File: src/sv/ccurng_pkg.sv
// Types and constants shared by the combined congruential uniform generator.
// No dependencies; every other file of the block imports this package.
package ccurng_pkg;

  localparam int unsigned NUM_GEN = 3;
  localparam int unsigned GEN_W   = 15;
  localparam int unsigned FRAC_W  = 32;
  localparam int unsigned SEED_W  = 32;

  localparam int unsigned MOD_A = 30269;
  localparam int unsigned MOD_B = 30307;
  localparam int unsigned MOD_C = 30323;

  // mul * state stays below 2^23; the quotient by the modulus stays below 2^8
  localparam int unsigned PROD_W    = 23;
  localparam int unsigned QUOT_W    = 8;
  localparam int unsigned DIV_SHIFT = 38;
  localparam int unsigned DIV_RCP_W = 24;
  localparam int unsigned DIV_FULL_W = PROD_W + DIV_RCP_W;

  // term = floor(v * 2^32 / m) via ceil(2^62 / m), split in two 24-bit halves
  localparam int unsigned FRAC_SHIFT = 30;
  localparam int unsigned FRAC_RCP_W = 48;
  localparam int unsigned HALF_W     = FRAC_RCP_W / 2;
  localparam int unsigned PART_W     = GEN_W + HALF_W;

  // seed reload: gen_c = SEED_MUL * (seed mod SEED_MOD) + SEED_OFS
  localparam int unsigned SEED_MOD = 178;
  localparam int unsigned SEED_MUL = 170;
  localparam int unsigned SEED_OFS = 137;
  localparam int unsigned REM_W    = 8;

  // seed mod SEED_MOD: fold the bytes by 256^k mod SEED_MOD (sum stays below 2^15),
  // then divide the fold by SEED_MOD through the reciprocal ceil(2^23 / SEED_MOD)
  localparam int unsigned SEED_FOLD_W    = 15;
  localparam int unsigned SEED_FOLD_1    = 256 % SEED_MOD;
  localparam int unsigned SEED_FOLD_2    = 65536 % SEED_MOD;
  localparam int unsigned SEED_FOLD_3    = 16777216 % SEED_MOD;
  localparam int unsigned SEED_RCP_SHIFT = 23;
  localparam int unsigned SEED_RCP_W     = 16;
  localparam int unsigned SEED_PROD_W    = SEED_FOLD_W + SEED_RCP_W;
  localparam int unsigned SEED_RCP       =
    ((32'd1 << SEED_RCP_SHIFT) + SEED_MOD - 32'd1) / SEED_MOD;

  localparam logic [GEN_W-1:0] RESET_A = GEN_W'(11);
  localparam logic [GEN_W-1:0] RESET_B = GEN_W'(23);
  localparam logic [GEN_W-1:0] RESET_C = GEN_W'(SEED_OFS);

  localparam logic [GEN_W-1:0] MODULUS [NUM_GEN] = '{
    GEN_W'(MOD_A), GEN_W'(MOD_B), GEN_W'(MOD_C)
  };

  localparam logic [GEN_W-1:0] MULT [NUM_GEN] = '{
    GEN_W'(171), GEN_W'(172), GEN_W'(170)
  };

  localparam logic [DIV_RCP_W-1:0] DIV_RCP [NUM_GEN] = '{
    DIV_RCP_W'(((64'd1 << DIV_SHIFT) + 64'(MOD_A) - 64'd1) / 64'(MOD_A)),
    DIV_RCP_W'(((64'd1 << DIV_SHIFT) + 64'(MOD_B) - 64'd1) / 64'(MOD_B)),
    DIV_RCP_W'(((64'd1 << DIV_SHIFT) + 64'(MOD_C) - 64'd1) / 64'(MOD_C))
  };

  localparam logic [FRAC_RCP_W-1:0] FRAC_RCP [NUM_GEN] = '{
    FRAC_RCP_W'(((64'd1 << (FRAC_W + FRAC_SHIFT)) + 64'(MOD_A) - 64'd1) / 64'(MOD_A)),
    FRAC_RCP_W'(((64'd1 << (FRAC_W + FRAC_SHIFT)) + 64'(MOD_B) - 64'd1) / 64'(MOD_B)),
    FRAC_RCP_W'(((64'd1 << (FRAC_W + FRAC_SHIFT)) + 64'(MOD_C) - 64'd1) / 64'(MOD_C))
  };

  typedef logic [NUM_GEN-1:0][GEN_W-1:0] gen_vec_t;

  typedef struct packed {
    logic has_room;
    logic has_data;
  } queue_status_t;

endpackage

File: src/sv/ccurng_front.sv
// Front end: takes draw beats and seed writes, steps the three generators.
// Depends on ccurng_pkg; pushes each new generator triple into ccurng_queue.
module ccurng_front
  import ccurng_pkg::*;
(
  input  logic                clk,
  input  logic                rst,
  input  logic                s_tvalid,
  output logic                s_tready,
  input  logic                draw,
  input  logic                cfg_valid,
  output logic                cfg_ready,
  input  logic [SEED_W-1:0]   cfg_data,
  input  queue_status_t       q_stat,
  output logic                push_valid,
  output gen_vec_t            push_data
);

  typedef enum logic [2:0] {
    F_IDLE,
    F_DIV,
    F_WB,
    F_SEED,
    F_REM,
    F_LOAD
  } front_state_t;

  front_state_t                 state;
  gen_vec_t                     gen;
  logic [NUM_GEN-1:0][PROD_W-1:0] prod;
  logic [NUM_GEN-1:0][QUOT_W-1:0] quot;
  logic [SEED_FOLD_W-1:0]       seed_fold;
  logic [QUOT_W-1:0]            seed_quot;
  logic [REM_W-1:0]             rem;

  logic                         in_fire;
  logic                         cfg_fire;
  logic [SEED_FOLD_W-1:0]       fold_next;
  logic [SEED_PROD_W-1:0]       seed_prod;
  gen_vec_t                     gen_next;
  logic [NUM_GEN-1:0][DIV_FULL_W-1:0] div_full;
  logic [GEN_W-1:0]             load_val;

  assign cfg_ready  = (state == F_IDLE);
  assign s_tready   = (state == F_IDLE) && q_stat.has_room && !cfg_valid;
  assign in_fire    = s_tvalid && s_tready;
  assign cfg_fire   = cfg_valid && cfg_ready;
  assign push_valid = (state == F_WB);
  assign push_data  = gen_next;

  always_comb begin
    for (int i = 0; i < NUM_GEN; i++) begin
      div_full[i] = DIV_FULL_W'(prod[i]) * DIV_FULL_W'(DIV_RCP[i]);
      gen_next[i] = GEN_W'(prod[i] - PROD_W'(quot[i]) * PROD_W'(MODULUS[i]));
    end
  end

  // fold the seed bytes into a small value with the same remainder
  always_comb begin
    fold_next = SEED_FOLD_W'(cfg_data[7:0])
              + SEED_FOLD_W'(cfg_data[15:8])  * SEED_FOLD_W'(SEED_FOLD_1)
              + SEED_FOLD_W'(cfg_data[23:16]) * SEED_FOLD_W'(SEED_FOLD_2)
              + SEED_FOLD_W'(cfg_data[31:24]) * SEED_FOLD_W'(SEED_FOLD_3);
    seed_prod = SEED_PROD_W'(seed_fold) * SEED_PROD_W'(SEED_RCP);
    load_val  = GEN_W'(GEN_W'(SEED_MUL) * GEN_W'(rem) + GEN_W'(SEED_OFS));
  end

  always_ff @(posedge clk) begin
    if (rst) begin
      state <= F_IDLE;
      gen   <= {RESET_C, RESET_B, RESET_A};
      rem   <= '0;
    end else begin
      case (state)
        F_IDLE: begin
          if (cfg_fire) begin
            seed_fold <= fold_next;
            state     <= F_SEED;
          end else if (in_fire && draw) begin
            for (int i = 0; i < NUM_GEN; i++) begin
              prod[i] <= PROD_W'(MULT[i]) * PROD_W'(gen[i]);
            end
            state <= F_DIV;
          end
        end
        F_DIV: begin
          for (int i = 0; i < NUM_GEN; i++) begin
            quot[i] <= div_full[i][DIV_SHIFT +: QUOT_W];
          end
          state <= F_WB;
        end
        F_WB: begin
          gen   <= gen_next;
          state <= F_IDLE;
        end
        F_SEED: begin
          seed_quot <= seed_prod[SEED_RCP_SHIFT +: QUOT_W];
          state     <= F_REM;
        end
        F_REM: begin
          rem   <= REM_W'(seed_fold - SEED_FOLD_W'(seed_quot) * SEED_FOLD_W'(SEED_MOD));
          state <= F_LOAD;
        end
        F_LOAD: begin
          gen[2] <= load_val;
          state  <= F_IDLE;
        end
        default: begin
          state <= F_IDLE;
        end
      endcase
    end
  end

endmodule

File: src/sv/ccurng_queue.sv
// Short queue of generator triples between the front end and the back end.
// Depends on ccurng_pkg for the entry type and status struct.
module ccurng_queue
  import ccurng_pkg::*;
#(
  parameter int unsigned DEPTH = 4
) (
  input  logic          clk,
  input  logic          rst,
  input  logic          push_valid,
  input  gen_vec_t      push_data,
  input  logic          pop,
  output gen_vec_t      pop_data,
  output queue_status_t q_stat
);

  localparam int unsigned PTR_W = (DEPTH > 1) ? $clog2(DEPTH) : 1;
  localparam int unsigned CNT_W = $clog2(DEPTH + 1);

  gen_vec_t          entries [DEPTH];
  logic [PTR_W-1:0]  wr_ptr;
  logic [PTR_W-1:0]  rd_ptr;
  logic [CNT_W-1:0]  count;
  logic              do_push;
  logic              do_pop;

  assign q_stat.has_room = (count != CNT_W'(DEPTH));
  assign q_stat.has_data = (count != '0);
  assign do_push  = push_valid && q_stat.has_room;
  assign do_pop   = pop && q_stat.has_data;
  assign pop_data = entries[rd_ptr];

  always_ff @(posedge clk) begin
    if (do_push) begin
      entries[wr_ptr] <= push_data;
    end
  end

  always_ff @(posedge clk) begin
    if (rst) begin
      wr_ptr <= '0;
      rd_ptr <= '0;
      count  <= '0;
    end else begin
      if (do_push) begin
        wr_ptr <= (wr_ptr == PTR_W'(DEPTH - 1)) ? '0 : wr_ptr + PTR_W'(1);
      end
      if (do_pop) begin
        rd_ptr <= (rd_ptr == PTR_W'(DEPTH - 1)) ? '0 : rd_ptr + PTR_W'(1);
      end
      case ({do_push, do_pop})
        2'b10:   count <= count + CNT_W'(1);
        2'b01:   count <= count - CNT_W'(1);
        default: count <= count;
      endcase
    end
  end

endmodule

File: src/sv/ccurng_back.sv
// Back end: turns a generator triple into a 0.32 fraction and drives the result beat.
// Depends on ccurng_pkg; pops triples from ccurng_queue.
module ccurng_back
  import ccurng_pkg::*;
(
  input  logic              clk,
  input  logic              rst,
  input  queue_status_t     q_stat,
  input  gen_vec_t          pop_data,
  output logic              pop,
  output logic              m_tvalid,
  input  logic              m_tready,
  output logic [FRAC_W-1:0] m_tdata
);

  localparam int unsigned FULL_W = 64;

  logic                              adv;
  logic                              s1_valid;
  logic                              s2_valid;
  logic [NUM_GEN-1:0][PART_W-1:0]    part_lo;
  logic [NUM_GEN-1:0][PART_W-1:0]    part_hi;
  logic [NUM_GEN-1:0][FRAC_W-1:0]    term;
  logic [NUM_GEN-1:0][FULL_W-1:0]    full;
  logic [FRAC_W-1:0]                 sum;

  // the whole pipe holds while the output beat waits
  assign adv = !m_tvalid || m_tready;
  assign pop = adv && q_stat.has_data;

  always_comb begin
    for (int i = 0; i < NUM_GEN; i++) begin
      full[i] = (FULL_W'(part_hi[i]) << HALF_W) + FULL_W'(part_lo[i]);
    end
    sum = term[0] + term[1] + term[2];
  end

  always_ff @(posedge clk) begin
    if (adv) begin
      for (int i = 0; i < NUM_GEN; i++) begin
        part_lo[i] <= PART_W'(pop_data[i]) * PART_W'(FRAC_RCP[i][HALF_W-1:0]);
        part_hi[i] <= PART_W'(pop_data[i]) * PART_W'(FRAC_RCP[i][FRAC_RCP_W-1:HALF_W]);
        term[i]    <= full[i][FRAC_SHIFT +: FRAC_W];
      end
      m_tdata <= sum;
    end
  end

  always_ff @(posedge clk) begin
    if (rst) begin
      s1_valid <= 1'b0;
      s2_valid <= 1'b0;
      m_tvalid <= 1'b0;
    end else if (adv) begin
      s1_valid <= q_stat.has_data;
      s2_valid <= s1_valid;
      m_tvalid <= s2_valid;
    end
  end

endmodule

File: src/sv/combined_congruential_uniform_rng_unit.sv
// Top level of the combined congruential uniform generator: front end, queue, back end.
// Depends on ccurng_pkg, ccurng_front, ccurng_queue and ccurng_back.
//
//   channel  | dir | handshake            | payload
//   ---------+-----+----------------------+-------------------------------------
//   s_       | in  | s_tvalid / s_tready  | s_tdata[0] draw, [7:1] zero
//   m_       | out | m_tvalid / m_tready  | m_tdata[31:0] uniform_fraction
//   cfg_     | in  | cfg_valid/cfg_ready  | cfg_data[31:0] seed
//
// A draw beat occupies the front end while it steps in turn: multiply by the multipliers,
// quotient by reciprocal multiply, then reduce and write back the state.
// The back end is a 3-stage pipeline: a triple from the queue passes the partial
// products, terms and sum registers. A beat with draw clear is taken and dropped.
// A seed write folds the seed bytes, then takes quotient, remainder and reload;
// input is held off until the reload is done.
// Reset is synchronous; a stalled output fills the queue, then holds s_tready low.
module combined_congruential_uniform_rng_unit
  import ccurng_pkg::*;
#(
  parameter int unsigned QUEUE_DEPTH = 4
) (
  input  logic              clk,
  input  logic              rst,
  input  logic              s_tvalid,
  output logic              s_tready,
  input  logic [7:0]        s_tdata,   // [0] draw, [7:1] zero fill
  output logic              m_tvalid,
  input  logic              m_tready,
  output logic [FRAC_W-1:0] m_tdata,   // [31:0] uniform_fraction
  input  logic              cfg_valid,
  output logic              cfg_ready,
  input  logic [SEED_W-1:0] cfg_data
);

  queue_status_t q_stat;
  logic          push_valid;
  gen_vec_t      push_data;
  logic          pop;
  gen_vec_t      pop_data;

  ccurng_front u_front (
    .clk        (clk),
    .rst        (rst),
    .s_tvalid   (s_tvalid),
    .s_tready   (s_tready),
    .draw       (s_tdata[0]),
    .cfg_valid  (cfg_valid),
    .cfg_ready  (cfg_ready),
    .cfg_data   (cfg_data),
    .q_stat     (q_stat),
    .push_valid (push_valid),
    .push_data  (push_data)
  );

  ccurng_queue #(
    .DEPTH (QUEUE_DEPTH)
  ) u_queue (
    .clk        (clk),
    .rst        (rst),
    .push_valid (push_valid),
    .push_data  (push_data),
    .pop        (pop),
    .pop_data   (pop_data),
    .q_stat     (q_stat)
  );

  ccurng_back u_back (
    .clk      (clk),
    .rst      (rst),
    .q_stat   (q_stat),
    .pop_data (pop_data),
    .pop      (pop),
    .m_tvalid (m_tvalid),
    .m_tready (m_tready),
    .m_tdata  (m_tdata)
  );

`ifndef SYNTHESIS
  a_no_cfg_with_draw: assert property (@(posedge clk) disable iff (rst)
    !(cfg_valid && cfg_ready && s_tvalid && s_tready))
    else $error("seed write and draw beat taken on the same edge");

  a_busy_after_draw: assert property (@(posedge clk) disable iff (rst)
    (s_tvalid && s_tready && s_tdata[0]) |=> (!s_tready && !cfg_ready))
    else $error("front end ready again right after a draw");

  a_busy_after_seed: assert property (@(posedge clk) disable iff (rst)
    (cfg_valid && cfg_ready) |=> (!s_tready && !cfg_ready))
    else $error("front end ready again right after a seed write");
`endif

endmodule

File: config.mk
export PLATFORM = sky130hd
export DESIGN_NAME = combined_congruential_uniform_rng_unit
export DESIGN_NICKNAME = d
export VERILOG_FILES = /design/src/sv/ccurng_pkg.sv /design/src/sv/ccurng_front.sv /design/src/sv/ccurng_queue.sv /design/src/sv/ccurng_back.sv /design/src/sv/combined_congruential_uniform_rng_unit.sv
export SDC_FILE = /design/constraint.sdc
export NUM_CORES = 2
export LEC_CHECK = 0
export ABC_AREA = 1
export BUFFER_PORTS_ARGS = -buffer_cell sky130_fd_sc_hd__buf_4
export CAP_MARGIN = 20
export CORE_ASPECT_RATIO = 2
export CORE_MARGIN = 10
export CORE_UTILIZATION = 70
export DETAILED_ROUTE_END_ITERATION = 10
export PLACE_DENSITY = 0.87
export REMOVE_ABC_BUFFERS = 1
export SLEW_MARGIN = 25
export SYNTH_ARGS = -nofsm -noshare
export SYNTH_HDL_FRONTEND = slang
export SYNTH_HIERARCHICAL = 1
export SYNTH_SLANG_ARGS = --single-unit
File: constraint.sdc
create_clock -name clk -period 15.9 [get_ports clk]
set_input_delay 0.795 -clock clk [delete_from_list [all_inputs] [get_ports clk]]
set_output_delay 0.795 -clock clk [all_outputs]
set_load 0.02 [all_outputs]
==> results.md <==
- RSZ-0062 raised after global routing: no
- GRT Residual Overflow: 0
- DP Wirelength: 251,000 µm
- DR iter-0 viols: 4,940
- Final setup fails: 0
- Worst Path Required: between 15 and 20 ns
- Synth area leader: ha_1
- Number of flops mapped to enable cells by yosys: 571
- DRC violation count after routing: 0
- CP peak stage delay: 0.70 ns
- Clk root buf: clkbuf_16
- Fin cells: 13,300
- FMAX: approximately 0.13 GHz
- Multi-input logic area: 70,900 µm²
- Via count: ~79,000
- Setup TNS: 0 ns
- Crit path DAT: about 8 ns
- Dpl cells: 13,200
- Clk sinks: 639
- Min Tclk post-route: 7.52 ns
- Fraction of layout cells with a size suffix above 1: 2.88%
- Longest Clk Path Bufs: 3
- H-tree depth: 2
- Status: complete, no violations
- Top cell type's share of synthesized area: 24.9%
- Critical path class: register to register
- Largest net degree at the start of global routing: between 100 and 150
- Synth Register Bits: 639
- CTS tree: built
- Register area: 18,500 µm²
- Die Span Y: 553 µm
- DR WL/cell: 22.3 µm
- Max_cap viols: 0
- Min-Delay Path Class: input port to register
- Vias per inst: 5.97
- Initial core utilization: 70.5%
- Ys Warns: 6
- Ys flop type: edfxtp_1
- Leading post-synthesis cells by cell area: ha_1 (25%), fa_1 (22%), edfxtp_1 (17%)
- Post-synthesis sequential area ratio: 18.6%
- First-pass GRT wire length: ~460,000 µm
- CP startpoint kind: register
- Die area: 158,000 µm²
- CTS clock-pin slew for the worst setup and hold paths: 0.07 ns
- Number of global-route vias before repair: roughly 87,000
- Final period utilization: 47.3%
- Post-synth ARST share: 0%
- Mapped Area: 99,400 µm²
- Unique masters post-synth: 65
- ANT nets after route: 0
- Fin. Hold Viols: 0
- # fillers: slightly above 10,000
- Core ar.: 141,000 µm²
- Row cnt: 195
- Worst skew pair latency: around 0.7 ns
- Pre-antenna DRT Iters: 9
- Post-Syn Instances: about 11,000
- Nets@finish: 14,500
- Most frequent cells after synthesis: inv_1 (2,585), ha_1 (1,974), nand2_1 (1,646)
- Avg Inst Size Synth: 8.85 µm²
- Hold buffers post-CTS: 0
- Actual slew at the worst max-slew pin: around 1.3 ns
- Routed wire length: ~300,000 µm
- Pins over their slew limit: 0
- Routability congestion estimate from global placement: 1.03
- Most frequent cell after synthesis: inv_1
- Area grow syn2layout: 5.30%
- Post-CTS Setup Bufs: 0
- IO Pins: 80
- Setup Skew: 0.0497 ns
- Die width: 286 µm
- All-Layer GR Usage: 37.8%
- Port Buffers: 72
- Initial antenna violation count: 8
- Inserted Clock Buffers: 60
- CP max FO: 77
- CP cell instances: buf_4, o21ai_0, o22ai_1, buf_4, inv_1, ha_1, inv_1, fa_1, inv_1, fa_1, inv_1, fa_1, fa_1, fa_1, ha_1, nand2_1, nor2_1, inv_1, nor2_1, nand4_1, nand3_1, xor2_1
- CP Capture Type: register
- Slew headroom: 15.6%
- Slowest CP cell: buf_4
- Post-cts repair resize count: 0
[cell usage in the layout (no fill, tap or decap), types with 67 or more instances in the layout]
cell type	instances
xnor2_1	85
nand4_1	103
nor3_1	126
nor2_1	783
ha_1	1974
a21oi_1	588
o21ai_0	365
xor2_1	250
inv_1	2584
edfxtp_1	571
o21bai_1	81
a21o_1	72
nand3_1	358
fa_1	1108
buf_4	135
nand2_1	1646
dfxtp_1	67
[final timing paths]
kind,from,end,slack [ns],cells past startpoint
max,register,u_back/part_hi[63],8.38,22
min,cfg_data[0],u_front/seed_fold[0],0.27,1
max reg2reg,register,u_back/part_hi[63],8.38,22
min reg2reg,u_back/s1_valid,u_back/s2_valid,0.48,2
[cell families after synthesis]
kind of cell,count (synthesis),share of synthesized area (%)
compound gates,1361,7.63
xor+xnor,348,3.07
fa+ha+maj,3082,47.2
buf+inv,2637,10.2
flops,639,18.6
simple gates,3157,13.3
[worst max-delay path, delay by kind of cell, from the launching register on]
family	cells	cell delay, ns
compound gates	2	0.64
xor+xnor	1	0.26
fa+ha+maj	7	3.54
buf+inv	7	1.53
flops	1	0.49
simple gates	5	0.74
[layer usage]
layer / vias up / track usage (%) / wire (µm) / part of all wire [%]
li1: 36500 / - / - / -
met1: 38100 / 33.0 / 88400 / 30
met2: 3186 / 69.8 / 157000 / 53
met3: 1631 / 6.19 / 14100 / 4.8
met4: 2 / 38.5 / 37200 / 13
met5: - / 0 / 13 / 0.0044
[cell type report]
class | instances | share of cell area, %
diodes | 9 | 0.0215
clock buffers | 68 | 1.47
clock inverters | 46 | 0.472
inverters | 2594 | 9.34
multi-input cells | 7948 | 67.8
flip-flops and latches | 639 | 17.7
well taps | 1871 | 2.24
repair buffers | 137 | 0.994
[registers in the layout, indices dropped and copies added, names as in the netlist, 3 cells and up, named ones only]
signal and count:
u_queue/entries 180, u_front/seed_fold 15, u_front/quot 24, u_back/m_tdata 32
u_front/seed_quot 7, u_front/rem 8, u_front/state 3, u_front/gen 45
u_back/part_hi 113, u_back/term 96, u_front/prod 66, u_queue/count 3
u_back/part_lo 38
[metrics by stage]
| stage | hold slack (ns) | instance area (µm²) | setup slack, ns | util (%) |
|---|---|---|---|---|
| floorplan | 0.435 | 99000 | 7.93 | - |
| global placement | 0.447 | 102000 | 8.60 | 72.6 |
| detailed placement | 0.475 | 102000 | 8.48 | 72.7 |
| CTS | 0.240 | 105000 | 8.48 | 74.1 |
| global route | 0.259 | 105000 | 7.98 | 74.2 |
| finish | 0.269 | 105000 | 8.38 | 74.2 |
Power is not shown: default switching activity piles up to over one toggle a cycle in this logic, so the estimate is an artifact.
